==> config.mk <==
export PLATFORM = sky130hd
export DESIGN_NAME = stereo_bus_saturator_core
export DESIGN_NICKNAME = d
export VERILOG_FILES = /design/src/rtl/sbs_pkg.sv /design/src/rtl/sbs_channel.sv /design/src/rtl/stereo_bus_saturator_core.sv
export SDC_FILE = /design/constraint.sdc
export NUM_CORES = 2
export LEC_CHECK = 0
export ABC_AREA = 1
export BUFFER_PORTS_ARGS = -buffer_cell sky130_fd_sc_hd__buf_2
export CAP_MARGIN = 25
export CORE_MARGIN = 4
export CORE_UTILIZATION = 60
export CTS_BUF_LIST = sky130_fd_sc_hd__clkbuf_8 sky130_fd_sc_hd__clkbuf_16
export DETAILED_ROUTE_END_ITERATION = 10
export GPL_ROUTABILITY_DRIVEN = 1
export PLACE_DENSITY = 0.77
export SYNTH_ARGS = -nofsm -noshare
export SYNTH_HDL_FRONTEND = slang
export SYNTH_HIERARCHICAL = 1
export SYNTH_SLANG_ARGS = --single-unit
==> constraint.sdc <==
create_clock -name clk_i -period 6.7 [get_ports clk_i]
set_clock_uncertainty 0.2 [all_clocks]
set_input_delay 1.34 -clock clk_i [delete_from_list [all_inputs] [get_ports clk_i]]
set_output_delay 1.34 -clock clk_i [all_outputs]
set_load 0.01 [all_outputs]
==> src/rtl/sbs_pkg.sv <==
package sbs_pkg;

  // default sample width, Q3.(n-4) in and Q5.(n-6) out
  localparam int unsigned SAMPLE_BITS_DEF = 24;

  // width of the per-channel gain shift (0..18)
  localparam int unsigned SHAMT_W = 5;

  // per-channel dither generator seeds
  localparam logic [31:0] LEFT_SEED  = 32'h2545_F491;
  localparam logic [31:0] RIGHT_SEED = 32'h9E37_79B9;

  // dither offset that centers the generator output
  localparam logic [31:0] DITHER_HALF = 32'h7fff_ffff;

  // per-item sequencing strobes from the controller to the channel datapaths
  typedef struct packed {
    logic load;    // input transfer: form the two-tap input sum
    logic shift;   // apply the power-of-two gain, take magnitude
    logic clip;    // clip test and divider setup
    logic div;     // one restoring divide step
    logic commit;  // shape, dither, saturate, update history
  } ctrl_t;

endpackage

==> src/rtl/sbs_channel.sv <==
module sbs_channel #(
  parameter int unsigned SAMPLE_BITS = sbs_pkg::SAMPLE_BITS_DEF,
  parameter logic [31:0] SEED_INIT   = sbs_pkg::LEFT_SEED
) (
  input  logic                                clk_i,
  input  logic                                rst_ni,
  input  sbs_pkg::ctrl_t                      ctrl_i,
  input  logic signed [SAMPLE_BITS-1:0]       sample_i,
  input  logic                                mute_i,
  input  logic [sbs_pkg::SHAMT_W-1:0]         shamt_i,
  output logic signed [SAMPLE_BITS-1:0]       result_o
);
  import sbs_pkg::*;

  localparam int unsigned SW       = SAMPLE_BITS;
  localparam int unsigned FRAC_X   = SW + 13;
  localparam int unsigned FRAC_OUT = SW - 6;
  localparam int unsigned XW       = SW + 19;      // gained value, signed
  localparam int unsigned CMPW     = XW + 2;       // 5 * |x|
  localparam int unsigned DENW     = FRAC_X + 2;   // divisor 3 - |x|
  localparam int unsigned DW       = DENW + 4;     // divisor aligned to quotient msb
  localparam int unsigned RW       = DW + 1;       // partial remainder

  localparam logic [CMPW-1:0]      ClipLim = CMPW'(14) << FRAC_X;
  localparam logic [DENW-1:0]      ThreeX  = DENW'(3) << FRAC_X;
  localparam logic [SW-1:0]        YClip   = SW'(28) << FRAC_OUT;
  localparam logic signed [SW-1:0] OutMax  = {1'b0, {(SW-1){1'b1}}};
  localparam logic signed [SW-1:0] OutMin  = {1'b1, {(SW-1){1'b0}}};

  logic signed [SW-1:0] prev_in_q;
  logic signed [SW-1:0] prev_sh_q;
  logic [31:0]          seed_q;
  logic signed [SW:0]   sum_in_q;
  logic [XW-1:0]        ax_q;
  logic                 neg_q;
  logic                 clip_q;
  logic [RW-1:0]        rem_q, rem_d;
  logic [DW-1:0]        dk_q;
  logic [SW-1:0]        quo_q;
  logic signed [SW-1:0] result_q;

  // gain shift and magnitude
  logic signed [XW-1:0] x_gain;
  logic [XW-1:0]        ax_d;
  always_comb begin
    x_gain = $signed({{(XW-SW-1){sum_in_q[SW]}}, sum_in_q}) <<< shamt_i;
    ax_d   = x_gain[XW-1] ? XW'(-x_gain) : XW'(x_gain);
    if (mute_i) begin
      ax_d = '0;
    end
  end

  // clip test against 2.8 and divider operands
  logic [CMPW-1:0] ax5;
  logic            clip_d;
  logic [DENW-1:0] den;
  assign ax5    = {ax_q, 2'b00} + CMPW'(ax_q);
  assign clip_d = ax5 > ClipLim;
  assign den    = ThreeX - ax_q[DENW-1:0];

  // restoring divide step, one quotient bit per cycle
  logic          rem_ge;
  logic [RW-1:0] rem_sub;
  logic [RW-1:0] rem_sel;
  always_comb begin
    rem_ge  = rem_q >= {1'b0, dk_q};
    rem_sub = rem_q - {1'b0, dk_q};
    rem_sel = rem_ge ? rem_sub : rem_q;
    rem_d   = {rem_sel[RW-2:0], 1'b0};
  end

  // shaped value with round half up in magnitude
  logic [SW:0]          quo_inc;
  logic [SW-1:0]        y_mag;
  logic signed [SW-1:0] y_sgn;
  logic signed [SW:0]   s2;
  assign quo_inc = {1'b0, quo_q} + (SW+1)'(1);
  assign y_mag   = clip_q ? YClip : quo_inc[SW:1];
  assign y_sgn   = neg_q ? -$signed(y_mag) : $signed(y_mag);
  assign s2      = {y_sgn[SW-1], y_sgn} + {prev_sh_q[SW-1], prev_sh_q};

  // xorshift32 step
  logic [31:0] seed_a, seed_b, seed_n;
  assign seed_a = seed_q ^ (seed_q << 13);
  assign seed_b = seed_a ^ (seed_a >> 17);
  assign seed_n = seed_b ^ (seed_b << 5);

  // dither carry: floor((s2 * 2^31 + seed + 1) / 2^32) = (s2 >>> 1) + carry
  logic               dith_c;
  logic signed [SW:0] rounded;
  logic signed [SW-1:0] sat;
  always_comb begin
    dith_c  = s2[0] ? (seed_n >= DITHER_HALF) : (seed_n == 32'hffff_ffff);
    rounded = {s2[SW], s2[SW:1]} + {{SW{1'b0}}, dith_c};
    sat     = rounded[SW-1:0];
    if (rounded[SW] != rounded[SW-1]) begin
      sat = rounded[SW] ? OutMin : OutMax;
    end
  end

  // channel history and generator state
  always_ff @(posedge clk_i or negedge rst_ni) begin
    if (!rst_ni) begin
      prev_in_q <= '0;
      prev_sh_q <= '0;
      seed_q    <= SEED_INIT;
    end else begin
      if (ctrl_i.load) begin
        prev_in_q <= sample_i;
      end
      if (ctrl_i.commit) begin
        prev_sh_q <= y_sgn;
        seed_q    <= seed_n;
      end
    end
  end

  // datapath registers
  always_ff @(posedge clk_i) begin
    if (ctrl_i.load) begin
      sum_in_q <= {sample_i[SW-1], sample_i} + {prev_in_q[SW-1], prev_in_q};
    end
    if (ctrl_i.shift) begin
      ax_q  <= ax_d;
      neg_q <= sum_in_q[SW] & ~mute_i;
    end
    if (ctrl_i.clip) begin
      clip_q <= clip_d;
      if (clip_d) begin
        rem_q <= '0;
        dk_q  <= {ThreeX, 4'b0000};
      end else begin
        rem_q <= RW'({ax_q[DENW-1:0], 1'b0});
        dk_q  <= {den, 4'b0000};
      end
    end
    if (ctrl_i.div) begin
      rem_q <= rem_d;
      quo_q <= {quo_q[SW-2:0], rem_ge};
    end
    if (ctrl_i.commit) begin
      result_q <= sat;
    end
  end

  assign result_o = result_q;

endmodule

==> src/rtl/stereo_bus_saturator_core.sv <==
// channel  direction  handshake                      payload
// in       input      in_valid_i / in_stall_o        left_sample_i, right_sample_i, block_last_i
// out      output     out_valid_o / out_stall_i      left_result_o, right_result_o,
//                                                    block_last_out_o
// cfg      input      cfg_valid_i / cfg_ready_o      cfg_index_i, cfg_data_i
//
// Each item runs from its input transfer through 5 gain divide steps, select, shift, clip,
// SAMPLE_BITS steps of the restoring divider for 2x/(3-x), then the finish state.
// The divider, one quotient bit per cycle in each channel, sets the item time.
// Reset clears history, loads the dither seeds and sets the config registers to their defaults.
// A stalled output holds the finish state; once idle, a new input is taken while the last result waits.
module stereo_bus_saturator_core #(
  parameter int unsigned SAMPLE_BITS = sbs_pkg::SAMPLE_BITS_DEF
) (
  input  logic                          clk_i,
  input  logic                          rst_ni,
  input  logic                          in_valid_i,
  output logic                          in_stall_o,
  input  logic signed [SAMPLE_BITS-1:0] left_sample_i,
  input  logic signed [SAMPLE_BITS-1:0] right_sample_i,
  input  logic                          block_last_i,
  output logic                          out_valid_o,
  input  logic                          out_stall_i,
  output logic signed [SAMPLE_BITS-1:0] left_result_o,
  output logic signed [SAMPLE_BITS-1:0] right_result_o,
  output logic                          block_last_out_o,
  input  logic                          cfg_valid_i,
  output logic                          cfg_ready_o,
  input  logic                          cfg_index_i,
  input  logic [15:0]                   cfg_data_i
);
  import sbs_pkg::*;

  localparam int unsigned CW = $clog2(SAMPLE_BITS);

  localparam logic        RegVolume  = 1'b0;
  localparam logic        RegPan     = 1'b1;
  localparam logic [15:0] CfgReset   = 16'd32768;
  localparam int unsigned GainSteps  = 5;
  localparam logic [24:0] GainNum    = 25'd1310720;
  localparam logic [19:0] GainBase   = 20'd65536;
  localparam logic [21:0] PanNum     = 22'd32768;
  localparam logic [16:0] PanSatLim  = 17'd1024;
  localparam logic [16:0] PanFull    = 17'h10000;
  localparam logic [15:0] PanBoostL  = 16'd40960;
  localparam logic [15:0] PanBoostR  = 16'd24576;
  localparam logic [4:0]  PanMaxPb   = 5'd20;
  localparam logic signed [6:0] ShiftBias = 7'sd3;
  localparam logic signed [6:0] ShiftMin  = -7'sd2;
  localparam logic signed [6:0] ShiftMute = 7'sd17;
  localparam logic signed [6:0] ShiftUnit = 7'sd16;

  typedef enum logic [2:0] {
    ST_IDLE,
    ST_GAIN,
    ST_SEL,
    ST_SHIFT,
    ST_CLIP,
    ST_DIV,
    ST_FIN
  } state_e;

  state_e          state_q;
  logic [CW-1:0]   cnt_q;
  logic            out_valid_q;
  logic            out_last_q;
  logic            last_q;
  logic [15:0]     volume_q;
  logic [15:0]     pan_q;
  logic [24:0]     grem_q;
  logic [21:0]     prem_q;
  logic [4:0]      gquo_q;
  logic [4:0]      pquo_q;
  logic            mute_l_q, mute_r_q;
  logic [SHAMT_W-1:0] shamt_l_q, shamt_r_q;
  ctrl_t           ctrl;

  // configuration writes
  assign cfg_ready_o = 1'b1;
  always_ff @(posedge clk_i or negedge rst_ni) begin
    if (!rst_ni) begin
      volume_q <= CfgReset;
      pan_q    <= CfgReset;
    end else if (cfg_valid_i) begin
      unique case (cfg_index_i)
        RegVolume: volume_q <= cfg_data_i;
        RegPan:    pan_q    <= cfg_data_i;
        default:   ;
      endcase
    end
  end

  // gain divisors: 10*volume + 1 and distance of pan from the nearer end
  logic [19:0] gdiv;
  logic [16:0] pdiv;
  logic        psat;
  assign gdiv = {1'b0, volume_q, 3'b000} + {3'b000, volume_q, 1'b0} + GainBase;
  assign pdiv = pan_q[15] ? (PanFull - {1'b0, pan_q}) : {1'b0, pan_q};
  assign psat = pdiv <= PanSatLim;

  // restoring divide steps for the gain and pan quotients
  logic        gge, pge;
  logic [24:0] gsel;
  logic [21:0] psel;
  always_comb begin
    gge  = grem_q >= {1'b0, gdiv, 4'b0000};
    gsel = gge ? grem_q - {1'b0, gdiv, 4'b0000} : grem_q;
    pge  = prem_q >= {1'b0, pdiv, 4'b0000};
    psel = pge ? prem_q - {1'b0, pdiv, 4'b0000} : prem_q;
  end

  always_ff @(posedge clk_i) begin
    if (ctrl.load) begin
      grem_q <= GainNum;
      prem_q <= PanNum;
    end else if (state_q == ST_GAIN) begin
      grem_q <= {gsel[23:0], 1'b0};
      prem_q <= {psel[20:0], 1'b0};
      gquo_q <= {gquo_q[3:0], gge};
      pquo_q <= {pquo_q[3:0], pge};
    end
  end

  function automatic logic signed [6:0] clamp_shift(input logic signed [6:0] s);
    logic signed [6:0] r;
    r = s;
    priority if (s < ShiftMin) begin
      r = ShiftMin;
    end else if (s > ShiftMute) begin
      r = ShiftMute;
    end
    return r;
  endfunction

  // per-channel shift from the two quotients
  logic [4:0]        pboost;
  logic signed [6:0] sbase, sl, sr, dl, dr;
  always_comb begin
    pboost = (psat || pquo_q > PanMaxPb) ? PanMaxPb : pquo_q;
    sbase  = $signed({2'b00, gquo_q}) - ShiftBias;
    sl     = sbase + ((pan_q > PanBoostL) ? $signed({2'b00, pboost}) : 7'sd0);
    sr     = sbase + ((pan_q < PanBoostR) ? $signed({2'b00, pboost}) : 7'sd0);
    sl     = clamp_shift(sl);
    sr     = clamp_shift(sr);
    dl     = ShiftUnit - sl;
    dr     = ShiftUnit - sr;
  end

  always_ff @(posedge clk_i) begin
    if (state_q == ST_SEL) begin
      mute_l_q  <= sl == ShiftMute;
      mute_r_q  <= sr == ShiftMute;
      shamt_l_q <= (sl == ShiftMute) ? '0 : dl[SHAMT_W-1:0];
      shamt_r_q <= (sr == ShiftMute) ? '0 : dr[SHAMT_W-1:0];
    end
  end

  // sequencing strobes
  always_comb begin
    ctrl.load   = in_valid_i && (state_q == ST_IDLE);
    ctrl.shift  = state_q == ST_SHIFT;
    ctrl.clip   = state_q == ST_CLIP;
    ctrl.div    = state_q == ST_DIV;
    ctrl.commit = (state_q == ST_FIN) && (!out_valid_q || !out_stall_i);
  end

  // item sequencer and output register control
  always_ff @(posedge clk_i or negedge rst_ni) begin
    if (!rst_ni) begin
      state_q     <= ST_IDLE;
      cnt_q       <= '0;
      out_valid_q <= 1'b0;
      out_last_q  <= 1'b0;
      last_q      <= 1'b0;
    end else begin
      if (out_valid_q && !out_stall_i && !ctrl.commit) begin
        out_valid_q <= 1'b0;
      end
      unique case (state_q)
        ST_IDLE: begin
          if (ctrl.load) begin
            last_q  <= block_last_i;
            cnt_q   <= CW'(GainSteps - 1);
            state_q <= ST_GAIN;
          end
        end
        ST_GAIN: begin
          cnt_q <= cnt_q - CW'(1);
          if (cnt_q == '0) begin
            state_q <= ST_SEL;
          end
        end
        ST_SEL:   state_q <= ST_SHIFT;
        ST_SHIFT: state_q <= ST_CLIP;
        ST_CLIP: begin
          cnt_q   <= CW'(SAMPLE_BITS - 1);
          state_q <= ST_DIV;
        end
        ST_DIV: begin
          cnt_q <= cnt_q - CW'(1);
          if (cnt_q == '0) begin
            state_q <= ST_FIN;
          end
        end
        ST_FIN: begin
          if (ctrl.commit) begin
            out_valid_q <= 1'b1;
            out_last_q  <= last_q;
            state_q     <= ST_IDLE;
          end
        end
        default: state_q <= ST_IDLE;
      endcase
    end
  end

  assign in_stall_o       = state_q != ST_IDLE;
  assign out_valid_o      = out_valid_q;
  assign block_last_out_o = out_last_q;

  sbs_channel #(
    .SAMPLE_BITS (SAMPLE_BITS),
    .SEED_INIT   (LEFT_SEED)
  ) u_left (
    .clk_i    (clk_i),
    .rst_ni   (rst_ni),
    .ctrl_i   (ctrl),
    .sample_i (left_sample_i),
    .mute_i   (mute_l_q),
    .shamt_i  (shamt_l_q),
    .result_o (left_result_o)
  );

  sbs_channel #(
    .SAMPLE_BITS (SAMPLE_BITS),
    .SEED_INIT   (RIGHT_SEED)
  ) u_right (
    .clk_i    (clk_i),
    .rst_ni   (rst_ni),
    .ctrl_i   (ctrl),
    .sample_i (right_sample_i),
    .mute_i   (mute_r_q),
    .shamt_i  (shamt_r_q),
    .result_o (right_result_o)
  );

  // a new result appears only out of the finish cycle
  assert property (@(posedge clk_i) disable iff (!rst_ni)
    $rose(out_valid_o) |-> $past(state_q == ST_FIN))
    else $error("result appeared outside finish");

  // the divider moves to finish after its last step
  assert property (@(posedge clk_i) disable iff (!rst_ni)
    (state_q == ST_DIV && cnt_q == '0) |=> state_q == ST_FIN)
    else $error("divider step count overrun");

  // an input transfer blocks the next one
  assert property (@(posedge clk_i) disable iff (!rst_ni)
    (in_valid_i && !in_stall_o) |=> in_stall_o)
    else $error("input taken while busy");

endmodule
==> results.tsv <==
stage	metric	value	unit
clocking	cts.sinks	661	
global_routing	grt_max_degree	137	
die	die_x	321.2	µm
global_routing	grt_pass1_vias	52620	
clocking	clk_pin_slew	0.06	ns
sta	slew_headroom	0.3169	
synth	synth_top_area_share	0.2154	
clocking	cts-root-buf	clkbuf_16	
final_layout	area_growth_syn_to_layout	7.110	%
pwr	max-vdd-ir-drop	404.4	µV
pwr	p_leak	30.73	nW
synth	synth_edf_count	422	
synth	synth_most_common_cell	nand2_1	
clocking	htree_levels	3	
final_layout	multi_input_comb_area	35400	µm²
route	vias_per_cell	5.665	
sta	finalHoldViolCount	0	
setup_path	worstReg2RegStart	u_right/quo_q[0]$_DFFE_PP_	
clocking	cts_resized	0	
route	drc	0	
setup_path	critPathRequiredTime	6.87	ns
global_routing	grt_overflow_total	0	
synth	synth-xor-area-share	0.06910	
synth	netlist_instances	8522	
route	antenna_left	0	
route	initialDrtViolationCount	5369	
clocking	clk_path_buf_depth	3	
route	routed_wl	164400	µm
synth	avgSynthCellArea	6.905	µm²
place	gp_congestion	1.003	
place	place_hpwl	127400	µm
synth	synthSimpleGateAreaFrac	0.3355	
clocking	numCtsBuffers	77	
pwr	combPwrFrac	0.647	
synth	synth_top_family_by_area	simple AND/OR/NAND/NOR gates	
sta	post-route-min-period	5.400	ns
pwr	p_sw_frac	0.5167	
global_routing	antenna_found_initial	15	
die	initial_core_util	0.6067	
min_path	hp-class	reg -> reg	
final_layout	postLayoutCoreUtil	0.6498	
run_status	status	completed	
setup_path	r2r-end	u_right/result_o[21]$_DFFE_PP_	
setup_path	cp_max_fo	23	
final_layout	regArea	18520	µm²
clocking	cts_tree	done	
synth	synth_top_area_cell	edfxtp_1	
synth	synthTopCellsByCount	2492 x nand2_1, 1037 x inv_1, 805 x nor2_1, 750 x nand3_1, 497 x a21oi_1	
synth	synthArstFlopShare	0.3071	
pwr	sequentialPowerShare	0.228	
sta	worst_pin_slew	1.025	ns
pwr	p_int	0.01684	W
job	cap_violations	0	
setup_path	r2r_cells	27	
pwr	p_sw	0.01801	W
pwr	power_density	552.9	nW/µm²
pwr	total_power	0.03485	W
synth	synth_fa_ha_area_frac	0.07799	
global_routing	track_usage	0.3126	
sta	period_share	0.8060	
setup_path	start_kind	flop	
min_path	holdCritStartpoint	pquo_q[0]$_DFFE_PP_	
synth	yosysWarnings	6	
setup_path	cp-end-kind	flop	
route	vias	56110	
sta	setup_violations	0	
die	core	96990	µm²
sta	slew_violations	0	
sta	setup_tns	0	ns
die	io_pins	123	
sta	fmax	0.1852	GHz
synth	synth_top_cells_by_area	edfxtp_1 22%, nand2_1 16%, ha_1 7.4%, dfrtp_1 7.1%, inv_1 6.6%	
synth	seq_area_frac_synth	0.3147	
min_path	worstHoldPathCells	0	
setup_path	arrival	5.57	ns
synth	synth-main-ff-cell	edfxtp_1	
final_layout	fillers	8780	
clocking	cts_setup_buffers	0	
route	first_pass_iters	6	
synth	ys_types	71	
clocking	clock_latency	0.65	ns
synth	synth_compound_area_frac	0.1091	
synth	synthMuxAreaShare	0.008803	
die	rows	114	
synth	synth_area	58840	µm²
die	die_h	321.2	µm
place	port_buffers	121	
die	die-area	103100	µm²
pwr	p_clk_frac	0.125	
synth	synth-seq-cells	661	
sta	grt_setup_unrepaired	false	
route	drt-wirelength-per-cell	16.60	µm
setup_path	path_class	reg -> reg	
min_path	holdPathEnd	pquo_q[1]$_DFFE_PP_	
final_layout	fin_nets	8992	
global_routing	grt_pass1_wl	267300	µm
setup_path	reg2reg_setup_slack	1.30	ns
final_layout	drive_gt1_frac	0.06830	
clocking	ctsHoldBuffers	0	
## worst max path at each step
stage,start,to,slack (ns),depth (start not counted)
floorplan,state_q[1]$_DFFE_PN0P_,u_left/rem_q[10]$_DFFE_PP_,1.14,4
finish,u_right/quo_q[0]$_DFFE_PP_,u_right/result_o[21]$_DFFE_PP_,1.30,27
global route,u_right/quo_q[0]$_DFFE_PP_,u_right/result_o[21]$_DFFE_PP_,0.70,31
detailed placement,u_right/quo_q[0]$_DFFE_PP_,u_right/result_o[2]$_DFFE_PP_,1.40,23
global placement,u_right/clip_q$_DFFE_PP_,u_right/result_o[14]$_DFFE_PP_,1.56,22
CTS,u_right/quo_q[0]$_DFFE_PP_,u_right/result_o[21]$_DFFE_PP_,1.36,23
## power groups by stage
stage / sequential [W] / clock (W) / combinational (W)
after CTS: 0.00793 / 0.00443 / 0.0222
after global placement: 0.00795 / 0 / 0.0216
after global routing: 0.00812 / 0.00460 / 0.0253
final: 0.00796 / 0.00434 / 0.0226
after floorplan: 0.00755 / 0 / 0.0173
after detailed placement: 0.00799 / 0 / 0.0220
## routing by layer
metal,wire length (µm),GRT usage,up-vias,share of wire
met2,75180,0.5152,1751,0.46
li1,-,-,28140,-
met4,4146,0.08595,16,0.025
met3,10800,0.04247,275,0.066
met5,122,0,-,0.00074
met1,74190,0.4347,25920,0.45
## sequential cells by signal, indices dropped and copies added, names as in the netlist, 25 cells and up
name,count
u_right/seed_q,32
u_left/sum_in_q,25
u_right/dk_q,39
u_right/ax_q,43
u_left/rem_q,43
u_left/dk_q,39
u_left/ax_q,43
u_right/rem_q,43
u_left/seed_q,32
u_right/sum_in_q,25
## logic make-up after synthesis
| logic type | count (synthesis) |
|---|---|
| buf+inv | 1251 |
| mux | 46 |
| other cells | 1 |
| xor+xnor | 460 |
| fa+ha+maj | 359 |
| simple gates | 4579 |
| flops | 661 |
| compound gates | 1165 |
## area by class of cell
cell class	instances	area share
Antenna cell	5	0.0001985
Clock buffer	85	0.03303
Clock inverter	56	0.008159
Inverter	1058	0.06309
Multi-Input combinational cell	6611	0.5616
Sequential cell	661	0.2938
Tap cell	1276	0.02533
Timing Repair Buffer	153	0.01475
## stage by stage
step                worst slack (ns)  instance area (µm²)  hold WS, ns  cells
detailed placement             1.395                60350       0.2349   9755
floorplan                      1.139                58850       0.2264   8523
finish                         1.300                63030       0.2559   9905
global route                  0.6975                63020       0.2604   9900
global placement               1.561                60310       0.2382   9753
CTS                            1.357                62950       0.2557   9896
## layout by cell type (no fill, tap or decap), types with 11 or more instances in the layout
cell,count
a21boi_0,12
a21o_1,31
a21oi_1,496
a21oi_2,13
a31oi_1,33
and2_1,15
buf_2,120
buf_4,26
clkbuf_16,81
clkinv_2,11
dfrtp_1,167
dfstp_2,36
dfxtp_1,36
edfxtp_1,422
fa_1,13
ha_1,346
inv_1,1054
inv_2,18
mux2_2,46
nand2_1,2490
nand2_2,58
nand3_1,750
nand3_2,23
nand3b_1,36
nand4_1,125
nor2_1,800
nor2_2,27
nor2_4,17
nor3_1,114
nor4_1,42
o211ai_1,49
o21a_1,19
o21ai_0,419
o21ai_1,25
o21bai_1,30
or2_2,30
xnor2_1,213
xor2_1,242
## critical path, cell delays in order (launching register included)
cell and delay [ns]:
edfxtp_1 0.50, nand3_1 0.18, inv_1 0.10, nand2_1 0.18, nor2_1 0.06, o21ai_0 0.51, nand2_1 0.15, inv_1 0.13
nand2_1 0.07, nor2_1 0.24, nand4_1 0.17, nand2_1 0.09, nand2_1 0.08, and2_1 0.16, ha_1 0.39, nand2_1 0.14
nor2_1 0.14, and2_1 0.16, nand4_1 0.10, nand3_2 0.15, xor2_2 0.21, nand2_1 0.07, nor2_1 0.16, nand2_1 0.07
nor2_1 0.09, nand3_1 0.13, nand3_2 0.36, nand2_1 0.14
No activity file was read; power rests on OpenSTA's default activity.
